--- src/design/kap_pkg.sv ---
// Shared types, constants and helper functions for the Kaprekar step counter.
package kap_pkg;

  localparam int NumDigits = 4;
  localparam int NumCells  = 7;

  typedef logic [3:0] digit_t;
  typedef logic [NumDigits-1:0][3:0] digits_t;  // [3] is thousands, [0] is ones
  typedef logic [2:0] steps_t;

  // One word moving down the cell chain.
  typedef struct packed {
    logic    valid;
    logic    no_converge;
    steps_t  steps;
    digits_t digits;
  } kap_word_t;

  localparam logic [13:0] KapModulus   = 14'd10000;
  localparam logic [12:0] KapRecip100  = 13'd5243;   // 2^19 / 100, rounded up
  localparam int          KapShift100  = 19;
  localparam logic [13:0] KapHundred   = 14'd100;
  localparam logic [7:0]  KapRecip10   = 8'd205;     // 2^11 / 10, rounded up
  localparam int          KapShift10   = 11;
  localparam logic [6:0]  KapTen       = 7'd10;
  localparam digits_t     KapTarget    = {4'd6, 4'd1, 4'd7, 4'd4};

  // Splits a value below 100 into its tens digit (upper) and ones digit (lower).
  function automatic logic [7:0] split_two(input logic [6:0] val);
    logic [14:0] prod;
    logic [3:0]  tens;
    logic [6:0]  ones;
    prod = 15'(val) * 15'(KapRecip10);
    tens = 4'(prod >> KapShift10);
    ones = val - 7'(tens) * KapTen;
    return {tens, ones[3:0]};
  endfunction

  // Ascending sort of four digits with a five compare-exchange network.
  function automatic digits_t sort_digits(input digits_t d);
    digits_t s;
    digit_t  t;
    s = d;
    if (s[0] > s[1]) begin t = s[0]; s[0] = s[1]; s[1] = t; end
    if (s[2] > s[3]) begin t = s[2]; s[2] = s[3]; s[3] = t; end
    if (s[0] > s[2]) begin t = s[0]; s[0] = s[2]; s[2] = t; end
    if (s[1] > s[3]) begin t = s[1]; s[1] = s[3]; s[3] = t; end
    if (s[1] > s[2]) begin t = s[1]; s[1] = s[2]; s[2] = t; end
    return s;
  endfunction

endpackage

--- src/design/kap_in_if.sv ---
// Input channel: one number word with a valid/ready handshake.
interface kap_in_if;
  logic        valid;
  logic        ready;
  logic [13:0] number;

  modport source (output valid, output number, input ready);
  modport sink   (input valid, input number, output ready);
endinterface

--- src/design/kap_out_if.sv ---
// Output channel: one step count word with a valid/ready handshake.
interface kap_out_if;
  logic       valid;
  logic       ready;
  logic [2:0] step_count;
  logic       no_converge;

  modport source (output valid, output step_count, output no_converge, input ready);
  modport sink   (input valid, input step_count, input no_converge, output ready);
endinterface

--- src/design/kaprekar_step_counter.sv ---
// Kaprekar step counter: for a four-digit number, counts iterations until 6174 appears.
//
// The block takes one word on in_ch (number, 0 to 16383; values above 9999 are
// reduced modulo 10000) and returns one word on out_ch with step_count and
// no_converge. Numbers with four equal digits set no_converge and give zero steps.
// Both channels use valid/ready; a word moves on an edge with both high.
//
// Inside, a two-stage front end turns the number into BCD digits and flags equal
// digits, then a chain of seven identical cells each applies at most one Kaprekar
// iteration (sort, then descending minus ascending) and passes the word on.
// Each word passes the two front-end stages and then the seven cells, each a register,
// before its result shows on out_ch. The chain is fully pipelined, so a new word can
// enter every cycle while out_ch does not stall.
//
// Each stage holds its word while the next stage is full and stalled, so a stall
// on out_ch backs up only as far as the chain is full; empty stages still fill.
// Reset clears all valid flags; no result is shown until a word is accepted.
module kaprekar_step_counter (
  input  logic            clk,
  input  logic            rst,
  kap_in_if.sink          in_ch,
  kap_out_if.source       out_ch
);

  kap_pkg::kap_word_t stage [kap_pkg::NumCells+1];
  logic               take  [1:kap_pkg::NumCells+1];

  kap_front u_front (
    .clk      (clk),
    .rst      (rst),
    .in_valid (in_ch.valid),
    .number   (in_ch.number),
    .in_ready (in_ch.ready),
    .adv      (take[1]),
    .word     (stage[0])
  );

  for (genvar g = 0; g < kap_pkg::NumCells; g++) begin : g_cell
    kap_cell u_cell (
      .clk  (clk),
      .rst  (rst),
      .prev (stage[g]),
      .take (take[g+1]),
      .adv  (take[g+2]),
      .word (stage[g+1])
    );
  end

  // The last cell moves on whenever the receiver is ready.
  assign take[kap_pkg::NumCells+1] = out_ch.ready;

  assign out_ch.valid       = stage[kap_pkg::NumCells].valid;
  assign out_ch.step_count  = stage[kap_pkg::NumCells].steps;
  assign out_ch.no_converge = stage[kap_pkg::NumCells].no_converge;

  // A flagged number reports no iterations.
  a_flag_zero: assert property (@(posedge clk) disable iff (rst)
    out_ch.valid && out_ch.no_converge |-> out_ch.step_count == 3'd0)
    else $error("flagged result with nonzero step count");

  // Every number that is not flagged has reached 6174 by the end of the chain.
  a_reached: assert property (@(posedge clk) disable iff (rst)
    stage[kap_pkg::NumCells].valid && !stage[kap_pkg::NumCells].no_converge |->
      stage[kap_pkg::NumCells].digits == kap_pkg::KapTarget)
    else $error("result leaves the chain without reaching 6174");

  // A flagged word still carries four equal digits.
  a_flag_digits: assert property (@(posedge clk) disable iff (rst)
    stage[kap_pkg::NumCells].valid && stage[kap_pkg::NumCells].no_converge |->
      (stage[kap_pkg::NumCells].digits[3] == stage[kap_pkg::NumCells].digits[2]) &&
      (stage[kap_pkg::NumCells].digits[2] == stage[kap_pkg::NumCells].digits[1]) &&
      (stage[kap_pkg::NumCells].digits[1] == stage[kap_pkg::NumCells].digits[0]))
    else $error("flag set on digits that are not all equal");

  // Reset empties the output stage.
  a_reset_empty: assert property (@(posedge clk) rst |=> !out_ch.valid)
    else $error("output valid right after reset");

endmodule

--- src/design/kap_front.sv ---
// Two-stage front end: reduces the number modulo 10000 and splits it into BCD digits.
module kap_front (
  input  logic                clk,
  input  logic                rst,
  input  logic                in_valid,
  input  logic [13:0]         number,
  output logic                in_ready,
  input  logic                adv,
  output kap_pkg::kap_word_t  word
);

  logic        s1_valid;
  logic [13:0] s1_num;
  logic [6:0]  s1_hund;
  logic        s1_take;
  logic        s2_take;

  logic [13:0] red;
  logic [26:0] prod;
  logic [13:0] rem_wide;
  logic [7:0]  hi_pair;
  logic [7:0]  lo_pair;
  kap_pkg::kap_word_t word_next;

  assign s2_take  = !word.valid || adv;
  assign s1_take  = !s1_valid || s2_take;
  assign in_ready = s1_take;

  // Inputs above 9999 are below 20000, so one subtract does the reduction.
  always_comb begin
    red  = (number >= kap_pkg::KapModulus) ? number - kap_pkg::KapModulus : number;
    prod = 27'(red) * 27'(kap_pkg::KapRecip100);
  end

  always_ff @(posedge clk) begin
    if (rst) begin
      s1_valid <= 1'b0;
    end else if (s1_take) begin
      s1_valid <= in_valid;
      s1_num   <= red;
      s1_hund  <= 7'(prod >> kap_pkg::KapShift100);
    end
  end

  always_comb begin
    rem_wide = s1_num - 14'(s1_hund) * kap_pkg::KapHundred;
    hi_pair  = kap_pkg::split_two(s1_hund);
    lo_pair  = kap_pkg::split_two(rem_wide[6:0]);
    word_next.valid  = s1_valid;
    word_next.steps  = '0;
    word_next.digits = {hi_pair[7:4], hi_pair[3:0], lo_pair[7:4], lo_pair[3:0]};
    word_next.no_converge = (hi_pair[7:4] == hi_pair[3:0]) &&
                            (hi_pair[3:0] == lo_pair[7:4]) &&
                            (lo_pair[7:4] == lo_pair[3:0]);
  end

  always_ff @(posedge clk) begin
    if (rst) begin
      word.valid <= 1'b0;
    end else if (s2_take) begin
      word <= word_next;
    end
  end

endmodule

--- src/design/kap_cell.sv ---
// One cell of the chain: applies a single Kaprekar iteration unless the word is finished.
module kap_cell (
  input  logic                clk,
  input  logic                rst,
  input  kap_pkg::kap_word_t  prev,
  output logic                take,
  input  logic                adv,
  output kap_pkg::kap_word_t  word
);

  kap_pkg::digits_t   sorted;
  kap_pkg::digits_t   diff;
  kap_pkg::kap_word_t word_next;
  logic               done;
  logic               borrow;
  logic [4:0]         sub;

  assign take = !word.valid || adv;
  assign done = prev.no_converge || (prev.digits == kap_pkg::KapTarget);

  // Descending arrangement minus ascending arrangement, digit by digit in BCD.
  always_comb begin
    sorted = kap_pkg::sort_digits(prev.digits);
    borrow = 1'b0;
    diff   = '0;
    for (int k = 0; k < kap_pkg::NumDigits; k++) begin
      sub = {1'b0, sorted[k]} - {1'b0, sorted[kap_pkg::NumDigits-1-k]} - 5'(borrow);
      if (sub[4]) begin
        diff[k] = 4'(sub + 5'd10);
        borrow  = 1'b1;
      end else begin
        diff[k] = sub[3:0];
        borrow  = 1'b0;
      end
    end
  end

  always_comb begin
    word_next = prev;
    if (!done) begin
      word_next.digits = diff;
      word_next.steps  = prev.steps + 3'd1;
    end
  end

  always_ff @(posedge clk) begin
    if (rst) begin
      word.valid <= 1'b0;
    end else if (take) begin
      word <= word_next;
    end
  end

endmodule

--- src/flat_wrapper.sv ---
// flat-port wrapper written by rule: the top's interface ports become plain ports
module kaprekar_step_counter_flat 
  (clk, rst, in_ch_valid, in_ch_number, in_ch_ready, out_ch_valid, out_ch_step_count, out_ch_no_converge, out_ch_ready);
  kap_in_if in_ch_i ();
  kap_out_if out_ch_i ();
  input  logic clk;
  input  logic rst;
  input wire logic [$bits(in_ch_i.valid)-1:0] in_ch_valid;
  input wire logic [$bits(in_ch_i.number)-1:0] in_ch_number;
  output wire logic [$bits(in_ch_i.ready)-1:0] in_ch_ready;
  output wire logic [$bits(out_ch_i.valid)-1:0] out_ch_valid;
  output wire logic [$bits(out_ch_i.step_count)-1:0] out_ch_step_count;
  output wire logic [$bits(out_ch_i.no_converge)-1:0] out_ch_no_converge;
  input wire logic [$bits(out_ch_i.ready)-1:0] out_ch_ready;
  assign in_ch_i.valid = in_ch_valid;
  assign in_ch_i.number = in_ch_number;
  assign in_ch_ready = in_ch_i.ready;
  assign out_ch_valid = out_ch_i.valid;
  assign out_ch_step_count = out_ch_i.step_count;
  assign out_ch_no_converge = out_ch_i.no_converge;
  assign out_ch_i.ready = out_ch_ready;
  kaprekar_step_counter u_core (.clk(clk), .rst(rst), .in_ch(in_ch_i), .out_ch(out_ch_i));
endmodule
--- config.mk ---
export PLATFORM = sky130hd
export DESIGN_NAME = kaprekar_step_counter_flat
export DESIGN_NICKNAME = d
export VERILOG_FILES = /design/src/design/kap_pkg.sv /design/src/design/kap_in_if.sv /design/src/design/kap_out_if.sv /design/src/design/kaprekar_step_counter.sv /design/src/design/kap_front.sv /design/src/design/kap_cell.sv /design/src/flat_wrapper.sv
export SDC_FILE = /design/constraint.sdc
export NUM_CORES = 1
export LEC_CHECK = 0
export ABC_CLOCK_PERIOD_IN_PS = 9360
export BUFFER_PORTS_ARGS = -buffer_cell sky130_fd_sc_hd__buf_2
export CAP_MARGIN = 20
export CORE_ASPECT_RATIO = 0.7
export CORE_MARGIN = 2
export CORE_UTILIZATION = 60
export DETAILED_ROUTE_END_ITERATION = 10
export PLACE_DENSITY = 0.79
export REMOVE_ABC_BUFFERS = 1
export SLEW_MARGIN = 15
export SYNTH_ARGS = -nofsm -noshare
export SYNTH_HDL_FRONTEND = slang
export SYNTH_HIERARCHICAL = 1
export SYNTH_SLANG_ARGS = --single-unit
--- constraint.sdc ---
create_clock -name clk -period 9.36 [get_ports clk]
set_input_delay 1.872 -clock clk [delete_from_list [all_inputs] [get_ports clk]]
set_output_delay 1.872 -clock clk [all_outputs]
set_load 0.01 [all_outputs]
== After elaboration in Yosys (flattened, before gate mapping) ==
Cells that the tools add are included.

* Flip-flop bits (word level): 161
* Latch bits: 0
* RAM bits: 0
* Bits in read-only memories: 0
* Input port bits: 18
* Output and inout bits: 6
* Logic and storage cells: 337
* Memories kept: 0

* $add $sub $neg: 87
* Multiply operators: 6
* Divide/modulo/power cells: 0
* Magnitude comparators: 36
* Eq/ne operators: 10
* Shifts and indexed selects: 0
* Muxes and demuxes: 106
* Bitwise logic cells: 1
* Reductions and logical operators: 36

{| class="wikitable"
|+ Operator list
! kind !! count
|-
| $mux W4 || 56
|-
| $mux W8 || 21
|-
| $gt A4 B4 Y1 || 35
|-
| $sub A4 B4 Y5 || 28
|-
| $add A4 B4 Y4 const B || 28
|-
| $eq A16 B15 Y1 const B || 7
|-
| $sub A5 B1 Y5 || 21
|-
| $mux W19 || 5
|-
| $mul A7 B8 Y15 const B || 2
|-
| $mul A14 B13 Y26 const B || 1
|-
| $mux W1 || 21
|-
| $reduce_and A2 Y1 || 9
|-
| $mux W17 || 1
|-
| $logic_or A1 B1 Y1 || 16
|-
| $mux W16 || 1
|-
| $ge A14 B14 Y1 const B || 1
|-
| $mux W14 || 1
|-
| $sub A14 B14 Y14 const B || 1
|-
| $add A3 B1 Y3 const B || 4
|-
| $eq A4 B4 Y1 || 3
|-
| $logic_not A1 Y1 || 9
|-
| $mul A4 B3 Y3 const B || 2
|-
| $sub A4 B4 Y4 || 2
|-
| $mul A7 B5 Y5 const B || 1
|-
| 5 further kinds || 6
|}

== Longest topological paths before layout ==
* Depth after elaboration: 15
* Mapped depth: 50

== Cells and area by module ==
Netlist, hierarchy kept.

{| class="wikitable"
|+ Modules (own cells, without submodules)
! module !! times used !! cells an instance !! area each (um2) !! seq. area each (um2)
|-
| kap_cell at u_core.g_cell[1].u_cell ... || 5 || 306 || 2777.7 || 620.6
|-
| kap_front || 1 || 645 || 6636.4 || 970.9
|-
| kap_cell at u_core.g_cell[5].u_cell || 1 || 320 || 2813.9 || 620.6
|-
| kap_cell at u_core.g_cell[0].u_cell || 1 || 305 || 2776.4 || 620.6
|}

== Worst setup path before layout ==
No wires, ideal clock.

* Path type: reg2reg
* From: register u_core/g_cell[4].u_cell/word[2] in the netlist's numbering
* To: register u_core/g_cell[5].u_cell/word[15] in the netlist's numbering (data pin)
* Setup time: 269 ps
* Arrival time: 9531 ps
* Path slack: -440 ps
* Stages on the path, launching flop included: 45
* Period minus slack after synthesis: 9800 ps
* Cells stage by stage: edfxtp_1 ha_1 and4_1 a21oi_4 buf_2 nor2_1 a21oi_1 inv_1 ha_1 nor2b_1 o211ai_1 o211a_1 o22ai_1 a21oi_1 clkbuf_1 a21oi_1 ha_1 clkbuf_1 [9 not listed] a21oi_1 xor2_1 inv_1 fa_1 inv_1 fa_1 nand2b_1 a21oi_1 xor2_2 fa_1 fa_1 nand2b_1 a21oi_1 xnor2_1 nor2_1 xnor2_1 xnor2_1 o21ai_0

{| class="wikitable"
|+ RTL lines
! item !! RTL line !! RTL
|-
| start, declared || kap_cell.sv:8 || <nowiki>output kap_pkg::kap_word_t word</nowiki>
|-
| start signal, assigned || kap_cell.sv:50 || <nowiki>word <= word_next;</nowiki>
|-
| end signal, assigned || kap_cell.sv:50 ||
|-
| end, declared || kap_cell.sv:8 ||
|}

==> metrics.md <==
| Metric | Value |
|---|---|
| Mapped cell area | `about 24000 um^2` |
| Gr ovfl total | `0` |
| First-pass GRT wire length | `98400 um` |
| Inst Count DP | `between 3000 and 4000` |
| Max Cap Viol | `0` |
| Clk root buf | `clkbuf_16` |
| Initial Util | `roughly three fifths` |
| Final slew viol count | `0` |
| Slew headroom | `29.8%` |
| RePlAce Congestion | `~1` |
| ANT nets after route | `0` |
| Wire length per cell | `between 15 and 20 um` |
| Tmin final | `between 9 and 10 ns` |
| Maximum fanout along the worst path | `8` |
| Arrival @ worst endpoint | `roughly 9.4 ns` |
| I/O pin count | `24` |
| Commonest non-fill, non-tap cells in the layout | `ha_1 (351), buf_4 (351), inv_1 (333)` |
| Post-synthesis cell count | `approximately 2500` |
| Die Ht | `~170 um` |
| Clk_skew | `about 0.015 ns` |
| CTS tree | `done` |
| Vias | `roughly 21000` |
| Yosys warns | `6` |
| CP required | `~9.5 ns` |
| DR pass1 iterations | `6` |
| Hold Vio Cnt, Final | `0` |
| Layout cells sized above 1 | `25.6%` |
| DIE WIDTH | `about 240 um` |
| Clk_lat worst skew | `0.45 ns` |
| CP delay by family, top | `adder cells` |
| CTS Buf Count | `17` |
| Vias in the first global route | `19900` |
| Area growth from synthesis to layout | `20.9%` |
| Clock slew at reported path FFs | `~0.07 ns` |
| # setup viols final | `0` |
| Fmax | `roughly 110 MHz` |
| H-tree levels | `4` |
| Die area | `a little over 40000 um^2` |
| CTS Sinks | `164` |
| CP max-delay cell | `edfxtp_1` |
| Crit Path Category | `flip-flop to flip-flop` |
| Max incr delay on CP | `between 0.4 and 0.5 ns` |
| Final Core Density | `about three quarters` |
| Hold Buf Count CTS | `0` |
| Slew @ Worst Pin | `1.05 ns` |
| Critical path endpoint category | `flip-flop` |
| Syn_area_per_cell | `9.36 um^2` |
| Placeable Area | `roughly 39000 um^2` |
| Via density | `about 6` |
| Routed WL | `approximately 66000 um` |
| Buf/Inv on CP | `8` |
| Initial antenna violation count | `0` |
| Status | `completed` |
| Max clock buf depth | `2` |
| Most frequent cell on the critical path | `fa_2` |
| GRT Resource Usage Total | `between 20% and 30%` |
| Final worst-path cycle share | `98.9%` |
| Non-filler cells, final | `3422` |
| Nets | `3400` |
| Largest net degree at the start of global routing | `21` |
| Row cnt | `60` |
| Post-DP HPWL | `between 40000 and 50000 um` |
| Worst Setup Start Kind | `flip-flop` |
| IO buf count | `23` |
| Hold Path Class | `flip-flop to flip-flop` |
| DRC errors left | `0` |
| N_diodes | `0` |
| Initial DRC count | `around 2000` |
==> state kept, by name, summed over array words and instances (netlist names) <==
register,cells
u_core/g_cell.u_cell/word,131
u_core/u_front/s1_hund,7
u_core/u_front/s1_num,7
u_core/u_front/s1_valid,1
u_core/u_front/word,18
==> path summary, 6_finish.rpt <==
check                                                                   start                                       endpoint  slack (ns)  depth (start not counted)
worst max register to register      u_core/g_cell[1].u_cell/word[1]$_DFFE_PP_     u_core/g_cell[2].u_cell/word[14]$_DFFE_PP_         0.1                         43
worst min-delay path            u_core/g_cell[3].u_cell/word[20]$_SDFFE_PP0N_  u_core/g_cell[4].u_cell/word[20]$_SDFFE_PP0N_        0.47                          2
worst min register to register  u_core/g_cell[3].u_cell/word[20]$_SDFFE_PP0N_  u_core/g_cell[4].u_cell/word[20]$_SDFFE_PP0N_        0.47                          2
worst max-delay path                u_core/g_cell[1].u_cell/word[1]$_DFFE_PP_     u_core/g_cell[2].u_cell/word[14]$_DFFE_PP_         0.1                         43
==> area by class of cell <==
type	instances	area (um^2)
fill	2616	10000
sequential	164	4830
multi-input combinational	1963	18300
tap	527	659
inverter	347	1300
clock buffer	24	524
clock inverter	8	56.3
timing repair buffer	389	2910
==> worst register-to-register path: cells and delay by family (launching register included) <==
| family | cells | cell delay [ns] |
|---|---|---|
| buffers and inverters | 8 | 1.01 |
| XOR/XNOR | 3 | 0.57 |
| adder cells (fa/ha/maj) | 8 | 2.63 |
| AO/OA/AOI/OAI | 13 | 2.29 |
| multiplexers | 3 | 0.78 |
| AND/OR/NAND/NOR | 8 | 1.19 |
| flip-flops | 1 | 0.46 |
==> layer usage <==
metal  vias to the layer above  share of wire (%)  GRT usage (%)
li1                       9692                  -              -
met1                     10100                 44           41.7
met2                       896                 47           48.8
met3                       194                7.2           5.24
met4                         0                2.4           6.92
met5                         -                  0              0
==> metrics by stage <==
stage                     setup TNS (ns)  setup slack (ns)  instance area, um^2  hold slack [ns]
after floorplan                    -7.78            -0.771                23300            0.432
after global placement            -0.130           -0.0579                25900            0.440
after detailed placement           -2.98            -0.341                25900            0.447
after CTS                        -0.0248           -0.0248                26800            0.471
after global routing               -2.23            -0.270                28500            0.497
final                                  0            0.0996                28500            0.467
==> what timing repair did <==
item,CTS,global route
gates cloned,0,1
endpoints found under the setup margin,17,18
buffers inserted,20,95
pin swaps,8,94
gates resized for setup,44,227
endpoints found under the hold margin,0,0
Power is not shown: default switching activity piles up to over one toggle a cycle in this logic, so the estimate is an artifact.
